--- src/hw/rtl/hsw_pkg.sv ---
// Shared types, constants and helper functions for the heartbeat supervised watchdog.
// Used by hsw_ctrl, hsw_dp and the top level heartbeat_supervised_watchdog.
// Depends on nothing else.
`default_nettype none

package hsw_pkg;

   // Default values for the top level parameters.
   localparam int DEF_NUM_TASKS  = 4;
   localparam int DEF_TIME_WIDTH = 32;

   // Fixed field widths.
   localparam int MODE_W    = 2;
   localparam int TASK_W    = 4;
   localparam int CNT_W     = 12;
   localparam int PCODE_W   = 3;
   localparam int PERIOD_W  = 16;
   localparam int TMO_W     = 16;
   localparam int PRESC_W   = 8;
   localparam int CSR_IDX_W = 2;
   localparam int CSR_DAT_W = 16;

   // Item modes.
   localparam logic [MODE_W-1:0] MODE_SYS_TICK  = 2'd0;
   localparam logic [MODE_W-1:0] MODE_HEARTBEAT = 2'd1;
   localparam logic [MODE_W-1:0] MODE_LS_TICK   = 2'd2;
   localparam logic [MODE_W-1:0] MODE_FEED      = 2'd3;

   // Configuration register indexes.
   localparam logic [CSR_IDX_W-1:0] REG_RELOAD  = 2'd0;
   localparam logic [CSR_IDX_W-1:0] REG_PRESC   = 2'd1;
   localparam logic [CSR_IDX_W-1:0] REG_PERIOD  = 2'd2;
   localparam logic [CSR_IDX_W-1:0] REG_TIMEOUT = 2'd3;

   // Configuration reset values.
   localparam logic [CNT_W-1:0]    RST_RELOAD  = 12'd4095;
   localparam logic [PCODE_W-1:0]  RST_PRESC   = 3'd4;
   localparam logic [PERIOD_W-1:0] RST_PERIOD  = 16'd100;
   localparam logic [TMO_W-1:0]    RST_TIMEOUT = 16'd500;

   // Largest prescale code in use; higher codes divide as this one.
   localparam logic [PCODE_W-1:0] PCODE_MAX = 3'd6;

   // Commands from the controller to the datapath.
   typedef struct packed {
      logic accept;  // take the input word and apply its immediate effects
      logic scan;    // compare one heartbeat stamp
      logic push;    // move the finished result into the output register
   } cmd_type;

   // Status from the datapath to the controller.
   typedef struct packed {
      logic is_check;   // the offered word is a system tick that starts a check
      logic scan_last;  // this scan step ends the check
   } status_type;

   // Prescaler divisor: 4 shifted left by the code, codes above six act as six.
   function automatic logic [PRESC_W:0] presc_div(input logic [PCODE_W-1:0] code);
      logic [PCODE_W-1:0] c;
      begin
         c = (code > PCODE_MAX) ? PCODE_MAX : code;
         return (PRESC_W+1)'(4) << c;
      end
   endfunction

endpackage

`default_nettype wire

--- src/hw/rtl/heartbeat_supervised_watchdog.sv ---
// Heartbeat supervised watchdog, top level; instantiates hsw_ctrl and hsw_dp, uses hsw_pkg.
// A word that starts no check goes from accept through the push state to the output
// register; a check word first scans k tasks (1 to NUM_TASKS), as the stamp compare
// unit examines one task per cycle. A new word is taken only after the previous one is
// pushed; the push waits while the output register is held. Synchronous active-high
// reset clears time, stamps, counters, config and valid, not result data; no clearing pass.
`default_nettype none

module heartbeat_supervised_watchdog #(
   parameter int NUM_TASKS  = hsw_pkg::DEF_NUM_TASKS,
   parameter int TIME_WIDTH = hsw_pkg::DEF_TIME_WIDTH
) (
   input  logic                             clock,
   input  logic                             reset,
   // Input word channel.
   input  logic                             req_valid,
   output logic                             req_stall,
   input  logic [hsw_pkg::MODE_W-1:0]       req_mode,
   input  logic [hsw_pkg::TASK_W-1:0]       req_task_id,
   // Result word channel.
   output logic                             rsp_valid,
   input  logic                             rsp_stall,
   output logic                             rsp_system_reset,
   output logic                             rsp_check_done,
   output logic                             rsp_all_alive,
   output logic [hsw_pkg::TASK_W-1:0]       rsp_stuck_task,
   output logic [hsw_pkg::CNT_W-1:0]        rsp_counter_value,
   // Configuration write channel.
   input  logic                             csr_valid,
   output logic                             csr_ready,
   input  logic [hsw_pkg::CSR_IDX_W-1:0]    csr_index,
   input  logic [hsw_pkg::CSR_DAT_W-1:0]    csr_wdata
);
   import hsw_pkg::*;

   cmd_type    cmd;
   status_type status;

   // Configuration writes are always taken; they are only to be issued while the
   // block is idle; the block does not enforce this and has no interlock with words.
   assign csr_ready = 1'b1;

   // The controller accepts a word only when idle, runs the stamp scan for
   // check words one task per cycle, then hands the result to the output
   // register once that register is free. The output register lets the next
   // word be accepted while a finished result still waits downstream.
   hsw_ctrl u_ctrl (
      .clock     (clock),
      .reset     (reset),
      .req_valid (req_valid),
      .req_stall (req_stall),
      .rsp_valid (rsp_valid),
      .rsp_stall (rsp_stall),
      .status    (status),
      .cmd       (cmd)
   );

   // The datapath holds configuration, time, per-task stamps, prescaler and
   // down counter. Immediate effects of a word (time advance, stamping,
   // prescaled count, feed, expiry) are applied in the accept cycle; a check
   // then compares the age of each stamp against the timeout in task order
   // and stops at the first stale task.
   hsw_dp #(
      .NUM_TASKS  (NUM_TASKS),
      .TIME_WIDTH (TIME_WIDTH)
   ) u_dp (
      .clock             (clock),
      .reset             (reset),
      .req_mode          (req_mode),
      .req_task_id       (req_task_id),
      .csr_write         (csr_valid && csr_ready),
      .csr_index         (csr_index),
      .csr_wdata         (csr_wdata),
      .cmd               (cmd),
      .status            (status),
      .rsp_system_reset  (rsp_system_reset),
      .rsp_check_done    (rsp_check_done),
      .rsp_all_alive     (rsp_all_alive),
      .rsp_stuck_task    (rsp_stuck_task),
      .rsp_counter_value (rsp_counter_value)
   );

`ifndef SYNTHESIS
   // Once a word is taken, the block stalls requests in the next cycle.
   a_busy_after_accept: assert property (@(posedge clock) disable iff (reset)
      (req_valid && !req_stall) |=> req_stall)
      else $error("word accepted while previous word still in progress");

   // All alive is only reported together with a completed check.
   a_alive_needs_check: assert property (@(posedge clock) disable iff (reset)
      (rsp_valid && rsp_all_alive) |-> rsp_check_done)
      else $error("all_alive set without a check");

   // A stuck task is reported only by a check that found a stale task.
   a_stuck_only_on_fail: assert property (@(posedge clock) disable iff (reset)
      (rsp_valid && (!rsp_check_done || rsp_all_alive)) |-> (rsp_stuck_task == '0))
      else $error("stuck_task nonzero without a failed check");

   // A reported stuck task is always a monitored task.
   a_stuck_in_range: assert property (@(posedge clock) disable iff (reset)
      rsp_valid |-> ({1'b0, rsp_stuck_task} < (TASK_W+1)'(NUM_TASKS)))
      else $error("stuck_task outside the monitored tasks");
`endif

endmodule

`default_nettype wire

--- src/hw/rtl/hsw_ctrl.sv ---
// Controller state machine of the heartbeat supervised watchdog.
// Sequences accept, stamp scan and result hand-off; depends on hsw_pkg.
`default_nettype none

module hsw_ctrl (
   input  logic               clock,
   input  logic               reset,
   input  logic               req_valid,
   output logic               req_stall,
   output logic               rsp_valid,
   input  logic               rsp_stall,
   input  hsw_pkg::status_type status,
   output hsw_pkg::cmd_type    cmd
);
   import hsw_pkg::*;

   localparam logic [1:0] ST_IDLE = 2'd0;
   localparam logic [1:0] ST_SCAN = 2'd1;
   localparam logic [1:0] ST_PUSH = 2'd2;

   logic [1:0] state_ff;
   logic [1:0] state_in;
   logic       rsp_valid_ff;
   logic       rsp_valid_in;
   logic       out_free;

   assign out_free  = !rsp_valid_ff || !rsp_stall;
   assign req_stall = (state_ff != ST_IDLE);
   assign rsp_valid = rsp_valid_ff;

   always_comb begin
      state_in   = state_ff;
      cmd.accept = 1'b0;
      cmd.scan   = 1'b0;
      cmd.push   = 1'b0;
      unique case (state_ff)
         ST_IDLE: begin
            if (req_valid) begin
               cmd.accept = 1'b1;
               state_in   = status.is_check ? ST_SCAN : ST_PUSH;
            end
         end
         ST_SCAN: begin
            cmd.scan = 1'b1;
            if (status.scan_last) begin
               state_in = ST_PUSH;
            end
         end
         ST_PUSH: begin
            if (out_free) begin
               cmd.push = 1'b1;
               state_in = ST_IDLE;
            end
         end
         default: begin
            state_in = ST_IDLE;
         end
      endcase
   end

   always_comb begin
      rsp_valid_in = rsp_valid_ff;
      if (cmd.push) begin
         rsp_valid_in = 1'b1;
      end else if (!rsp_stall) begin
         rsp_valid_in = 1'b0;
      end
   end

   always_ff @(posedge clock) begin
      if (reset) begin
         state_ff     <= ST_IDLE;
         rsp_valid_ff <= 1'b0;
      end else begin
         state_ff     <= state_in;
         rsp_valid_ff <= rsp_valid_in;
      end
   end

endmodule

`default_nettype wire

--- src/hw/rtl/hsw_dp.sv ---
// Datapath of the heartbeat supervised watchdog: registers, time, stamps,
// prescaler, down counter, stamp compare and output register; depends on hsw_pkg.
`default_nettype none

module hsw_dp #(
   parameter int NUM_TASKS  = hsw_pkg::DEF_NUM_TASKS,
   parameter int TIME_WIDTH = hsw_pkg::DEF_TIME_WIDTH
) (
   input  logic                             clock,
   input  logic                             reset,
   input  logic [hsw_pkg::MODE_W-1:0]       req_mode,
   input  logic [hsw_pkg::TASK_W-1:0]       req_task_id,
   input  logic                             csr_write,
   input  logic [hsw_pkg::CSR_IDX_W-1:0]    csr_index,
   input  logic [hsw_pkg::CSR_DAT_W-1:0]    csr_wdata,
   input  hsw_pkg::cmd_type                 cmd,
   output hsw_pkg::status_type              status,
   output logic                             rsp_system_reset,
   output logic                             rsp_check_done,
   output logic                             rsp_all_alive,
   output logic [hsw_pkg::TASK_W-1:0]       rsp_stuck_task,
   output logic [hsw_pkg::CNT_W-1:0]        rsp_counter_value
);
   import hsw_pkg::*;

   localparam int IDX_W = (NUM_TASKS > 1) ? $clog2(NUM_TASKS) : 1;

   // Configuration registers.
   logic [CNT_W-1:0]    reload_ff;
   logic [PCODE_W-1:0]  pcode_ff;
   logic [PERIOD_W-1:0] period_cfg_ff;
   logic [TMO_W-1:0]    timeout_ff;

   // Working state.
   logic [TIME_WIDTH-1:0] time_ff,   time_in;
   logic [TIME_WIDTH-1:0] stamp_ff  [NUM_TASKS];
   logic [TIME_WIDTH-1:0] stamp_in  [NUM_TASKS];
   logic [PERIOD_W-1:0]   period_ff, period_in;
   logic [PRESC_W-1:0]    presc_ff,  presc_in;
   logic [CNT_W-1:0]      cnt_ff,    cnt_in;
   logic [IDX_W-1:0]      idx_ff,    idx_in;

   // Pending result.
   logic              res_rst_ff,   res_rst_in;
   logic              res_done_ff,  res_done_in;
   logic              res_alive_ff, res_alive_in;
   logic [TASK_W-1:0] res_stuck_ff, res_stuck_in;

   // Output register.
   logic              out_rst_ff;
   logic              out_done_ff;
   logic              out_alive_ff;
   logic [TASK_W-1:0] out_stuck_ff;
   logic [CNT_W-1:0]  out_cnt_ff;

   logic [PERIOD_W-1:0]   period_next;
   logic                  check_hit;
   logic [PRESC_W:0]      presc_next;
   logic                  presc_wrap;
   logic                  task_ok;
   logic [TIME_WIDTH-1:0] age;
   logic                  stale;
   logic                  idx_last;

   assign period_next = period_ff + PERIOD_W'(1);
   assign check_hit   = (req_mode == MODE_SYS_TICK) && (period_next >= period_cfg_ff);
   assign presc_next  = {1'b0, presc_ff} + (PRESC_W+1)'(1);
   assign presc_wrap  = (presc_next >= presc_div(pcode_ff));
   assign task_ok     = ({1'b0, req_task_id} < (TASK_W+1)'(NUM_TASKS));
   assign age         = time_ff - stamp_ff[idx_ff];
   assign stale       = (age > TIME_WIDTH'(timeout_ff));
   assign idx_last    = (idx_ff == IDX_W'(NUM_TASKS - 1));

   assign status.is_check  = check_hit;
   assign status.scan_last = stale || idx_last;

   // Configuration writes.
   always_ff @(posedge clock) begin
      if (reset) begin
         reload_ff     <= RST_RELOAD;
         pcode_ff      <= RST_PRESC;
         period_cfg_ff <= RST_PERIOD;
         timeout_ff    <= RST_TIMEOUT;
      end else if (csr_write) begin
         unique case (csr_index)
            REG_RELOAD:  reload_ff     <= csr_wdata[CNT_W-1:0];
            REG_PRESC:   pcode_ff      <= csr_wdata[PCODE_W-1:0];
            REG_PERIOD:  period_cfg_ff <= csr_wdata[PERIOD_W-1:0];
            REG_TIMEOUT: timeout_ff    <= csr_wdata[TMO_W-1:0];
            default:     ;
         endcase
      end
   end

   always_comb begin
      time_in      = time_ff;
      stamp_in     = stamp_ff;
      period_in    = period_ff;
      presc_in     = presc_ff;
      cnt_in       = cnt_ff;
      idx_in       = idx_ff;
      res_rst_in   = res_rst_ff;
      res_done_in  = res_done_ff;
      res_alive_in = res_alive_ff;
      res_stuck_in = res_stuck_ff;
      if (cmd.accept) begin
         res_rst_in   = 1'b0;
         res_done_in  = 1'b0;
         res_alive_in = 1'b0;
         res_stuck_in = '0;
         idx_in       = '0;
         unique case (req_mode)
            MODE_SYS_TICK: begin
               time_in   = time_ff + TIME_WIDTH'(1);
               period_in = check_hit ? '0 : period_next;
            end
            MODE_HEARTBEAT: begin
               if (task_ok) begin
                  stamp_in[req_task_id[IDX_W-1:0]] = time_ff;
               end
            end
            MODE_LS_TICK: begin
               if (presc_wrap) begin
                  presc_in = '0;
                  if (cnt_ff <= CNT_W'(1)) begin
                     // Expiry: flag reset, reload and restamp every task.
                     res_rst_in = 1'b1;
                     cnt_in     = reload_ff;
                     for (int i = 0; i < NUM_TASKS; i++) begin
                        stamp_in[i] = time_ff;
                     end
                  end else begin
                     cnt_in = cnt_ff - CNT_W'(1);
                  end
               end else begin
                  presc_in = presc_next[PRESC_W-1:0];
               end
            end
            default: begin
               cnt_in = reload_ff;
            end
         endcase
      end else if (cmd.scan) begin
         if (stale) begin
            res_done_in  = 1'b1;
            res_alive_in = 1'b0;
            res_stuck_in = TASK_W'(idx_ff);
         end else if (idx_last) begin
            res_done_in  = 1'b1;
            res_alive_in = 1'b1;
            cnt_in       = reload_ff;
         end else begin
            idx_in = idx_ff + IDX_W'(1);
         end
      end
   end

   always_ff @(posedge clock) begin
      if (reset) begin
         time_ff   <= '0;
         period_ff <= '0;
         presc_ff  <= '0;
         cnt_ff    <= RST_RELOAD;
         idx_ff    <= '0;
         for (int i = 0; i < NUM_TASKS; i++) begin
            stamp_ff[i] <= '0;
         end
      end else begin
         time_ff   <= time_in;
         period_ff <= period_in;
         presc_ff  <= presc_in;
         cnt_ff    <= cnt_in;
         idx_ff    <= idx_in;
         stamp_ff  <= stamp_in;
      end
   end

   always_ff @(posedge clock) begin
      res_rst_ff   <= res_rst_in;
      res_done_ff  <= res_done_in;
      res_alive_ff <= res_alive_in;
      res_stuck_ff <= res_stuck_in;
      if (cmd.push) begin
         out_rst_ff   <= res_rst_ff;
         out_done_ff  <= res_done_ff;
         out_alive_ff <= res_alive_ff;
         out_stuck_ff <= res_stuck_ff;
         out_cnt_ff   <= cnt_ff;
      end
   end

   assign rsp_system_reset  = out_rst_ff;
   assign rsp_check_done    = out_done_ff;
   assign rsp_all_alive     = out_alive_ff;
   assign rsp_stuck_task    = out_stuck_ff;
   assign rsp_counter_value = out_cnt_ff;

endmodule

`default_nettype wire
--- config.mk ---
export PLATFORM = sky130hd
export DESIGN_NAME = heartbeat_supervised_watchdog
export DESIGN_NICKNAME = d
export VERILOG_FILES = /design/src/hw/rtl/hsw_pkg.sv /design/src/hw/rtl/heartbeat_supervised_watchdog.sv /design/src/hw/rtl/hsw_ctrl.sv /design/src/hw/rtl/hsw_dp.sv
export SDC_FILE = /design/constraint.sdc
export NUM_CORES = 1
export LEC_CHECK = 0
export BUFFER_PORTS_ARGS = -buffer_cell sky130_fd_sc_hd__buf_2
export CAP_MARGIN = 30
export CORE_UTILIZATION = 30
export DETAILED_ROUTE_END_ITERATION = 8
export PLACE_DENSITY = 0.47
export SLEW_MARGIN = 20
export SYNTH_ARGS = -nofsm -noshare
export SYNTH_HDL_FRONTEND = slang
export SYNTH_SLANG_ARGS = --single-unit
export TNS_END_PERCENT = 100
--- constraint.sdc ---
create_clock -name clock -period 9.8 [get_ports clock]
set_input_delay 0.98 -clock clock [delete_from_list [all_inputs] [get_ports clock]]
set_output_delay 0.98 -clock clock [all_outputs]
set_load 0.05 [all_outputs]
==> metrics.txt <==
Core Util, Final 34.3%; crit path capture type register; initial antenna violation count 0; Mapped Cells 1771; Die Wd 223 um; wire length on met3 1.42 mm; CP startpoint kind register; Final setup viols 0; post-synth top area share 34.3%; Initial Utilization 30.6%; fin crit period 5890 ps; Reg-to-Reg Start u_dp.idx_ff[0]; setup tns final 0 ps; CTS Sinks 270; Rel. slew slack 35.2%; DR WL met2 19.5 mm; vias in the first global route 11.8k; Max Clk Rate 170 MHz; vias 12.3k; nets 1868; Worst Path Class, Setup reg -> reg; ys async rst share 0%; sequential-to-total area share from yosys stat 38.0%; reg-to-reg slack, setup 3910 ps; # IOs 51; RSZ-0062 raised after global routing false; Ant. Diodes 0; CTS Hold Bufs 0; cts bufs inserted 31; global-route wire length before repair 65.9 mm; worst hold slack 421 ps; Netlist Area Pre-Place 14700 um^2; Top Metal Used met4; Final ANT Viol Nets 0; Slew @ Worst Pin 972 ps; Synth top cells by count nand2_1 (335), dfxtp_1 (252), a21oi_1 (213), nor2_1 (131), inv_1 (90); Die Area 49900 um^2; post-route cell area 16500 um^2; Avg Vias per Cell 5.14; Final Cycle Share 60.1%; clk root buf clkbuf_16; Hold Path Depth 0; Hold Path Sink u_dp.rsp_system_reset; Max-cap violations 0; # DRC 0; largest net degree at the start of global routing 79; cell chain of the critical path buf_4 > mux4_2 > inv_1 > ha_1 > a21oi_1 > o21ai_0 > nand3b_1 > xor2_1 > ha_1 > nand4_1 > nor3_1 > a21boi_0 > o31ai_1 > o2111ai_1 > nor4_1 > nand4_1 > or4_1 > o21ai_0 > a22oi_1; Worst Reg-to-Reg Cells 19; critical-path maximum fanout 20; CTS tree done; drt first pass iters 5; PortBufs 47; wire length per cell 17.3 um; CP peak stage delay 730 ps; total grt overflow 0; Hold Crit Start u_dp.res_rst_ff; Hold Path Class reg -> reg; Clk pin slew, worst setup/hold paths 70 ps; Core Area 48000 um^2; Peak VDD IR 119 uV; Power Dens Cells 151 nW/um^2; Starting DRT DRC Count 779; Yosys reg bits 270; Most used DFF post-synth dfxtp_1; deepest clock path buffer count 3; cell at the slowest stage of the critical path or4_1; final hold violation count 0; DP HPWL 27.7 mm; Static Leak 6.48 nW; postcts setup bufs 0; Layout Skew 17.7 ps; htree depth 1; share of layout cells above drive strength 1 10.5%; cell row count 80; clk_lat worst skew 590 ps; GP Congestion 0.856; Critical Path RT 10240 ps; Ys Warns 0; Met1 Wirelength 19.7 mm; Placed Cells 2341; most common cell in the netlist nand2_1; Yosys top cell by area dfxtp_1; Reg-to-Reg End u_dp.cnt_ff[9]; Critical Path AT 6320 ps; WL final 41.4 mm; non-filler cells in the finished layout 2397; gr usage total 16.4%; Die H 223 um; leading post-synthesis cells by cell area dfxtp_1 (34%), nand2_1 (8.6%), a21oi_1 (7.3%), ha_1 (6.7%), mux4_2 (4.9%); syn_area_per_cell 8.30 um^2; synth unique cells 80; Post-synth EDFFs 18; status finished clean; Max Slew Vio Count 0; Placed Area 15400 um^2; area delta synth->final 12.0%; CTS resizes 0
cell usage in the layout, fill, tap and decap left out, types with 13 or more instances in the layout:
cell type / Yosys / layout
ha_1: 79 / 79
nand3_1: 38 / 38
nand3b_1: 16 / 16
a21o_1: 17 / 17
o211ai_1: 21 / 21
nor3_1: 26 / 22
xnor2_1: 25 / 25
nor2_1: 131 / 130
a211oi_1: 14 / 14
nand2b_1: 13 / 13
buf_2: 6 / 46
clkbuf_16: 0 / 32
o21ai_0: 61 / 61
edfxtp_1: 18 / 18
dfxtp_1: 252 / 250
mux4_2: 32 / 32
and3_1: 23 / 23
buf_4: 4 / 17
mux2i_1: 49 / 49
nand4_1: 25 / 25
a21oi_1: 213 / 212
or3_1: 16 / 14
inv_1: 90 / 90
nand2_1: 335 / 335
xor2_1: 45 / 45
sequential cells by signal, summed over array words and instances, names as in the netlist, 2 cells and up:
signal	flops
u_dp.pcode_ff	3
u_dp.time_ff	32
u_dp.period_cfg_ff	16
u_dp.stamp_ff	128
u_dp.rsp_counter_value	12
u_dp.reload_ff	12
u_dp.idx_ff	2
u_dp.timeout_ff	16
u_dp.cnt_ff	12
u_dp.res_stuck_ff	2
u_dp.period_ff	16
u_ctrl.state_ff	2
u_dp.presc_ff	8
u_dp.rsp_stuck_task	2
logic make-up (layout without fill, tap and decap cells):
| group | after synthesis | after routing | share of synthesized area, % |
|---|---|---|---|
| buf+inv | 201 | 211 | 5.89 |
| flops | 270 | 270 | 38.0 |
| compound gates | 393 | 393 | 15.9 |
| mux | 81 | 81 | 8.24 |
| simple gates | 674 | 674 | 20.9 |
| fa+ha+maj | 80 | 80 | 6.86 |
| xor+xnor | 70 | 70 | 4.17 |
| other cells | 2 | 3 | 0.0511 |
layout make-up:
class,count,area [um^2]
clock inverters,18,231
clock buffers,38,853
inverters,90,338
flip-flops and latches,270,5590
repair buffers,65,397
fillers,4963,31600
well taps,615,769
multi-input cells,1301,8280
worst max-delay path by stage:
stage	start	to	slack [ps]	cells past startpoint
6_report	u_dp.idx_ff[0]	u_dp.cnt_ff[9]	3910	19
4_1_cts	u_dp.idx_ff[0]	u_dp.cnt_ff[0]	3930	20
5_1_grt	u_dp.idx_ff[0]	u_dp.cnt_ff[9]	3430	20
3_3_place_gp	u_dp.idx_ff[0]	u_dp.cnt_ff[0]	4030	20
3_5_place_dp	u_dp.idx_ff[0]	u_dp.cnt_ff[9]	3910	20
2_1_floorplan	u_dp.idx_ff[0]	u_dp.cnt_ff[0]	4330	25
power by group:
group / leakage (nW) / switching, W / internal, W / total, W
clock network: 0.531 / 0.000491 / 0.000748 / 0.00124
registers: 2.18 / 0.00000791 / 0.00112 / 0.00113
logic: 3.77 / 0.0000869 / 0.0000338 / 0.000121
total: 6.48 / 0.000585 / 0.00190 / 0.00249
layer usage:
layer / global-route usage (%) / up-vias
li1: - / 6127
met1: 22.3 / 5899
met2: 27.7 / 234
met3: 1.74 / 52
met4: 4.29 / 0
met5: 0 / -
critical path: cells and delay by family (launching register included):
family | cells | cell delay (ps)
fa+ha+maj | 2 | 610
xor+xnor | 1 | 170
simple gates | 6 | 1740
mux | 1 | 570
flops | 1 | 710
compound gates | 7 | 1280
buf+inv | 2 | 610
stage by stage:
| stage | setup WS, ps | total power (W) |
|---|---|---|
| 2_1_floorplan | 4330 | 0.00123 |
| 3_3_place_gp | 4030 | 0.00127 |
| 3_5_place_dp | 3910 | 0.00127 |
| 4_1_cts | 3930 | 0.00252 |
| 5_1_grt | 3430 | 0.00258 |
| 6_report | 3910 | 0.00249 |
(Power assumes the default switching activity.)
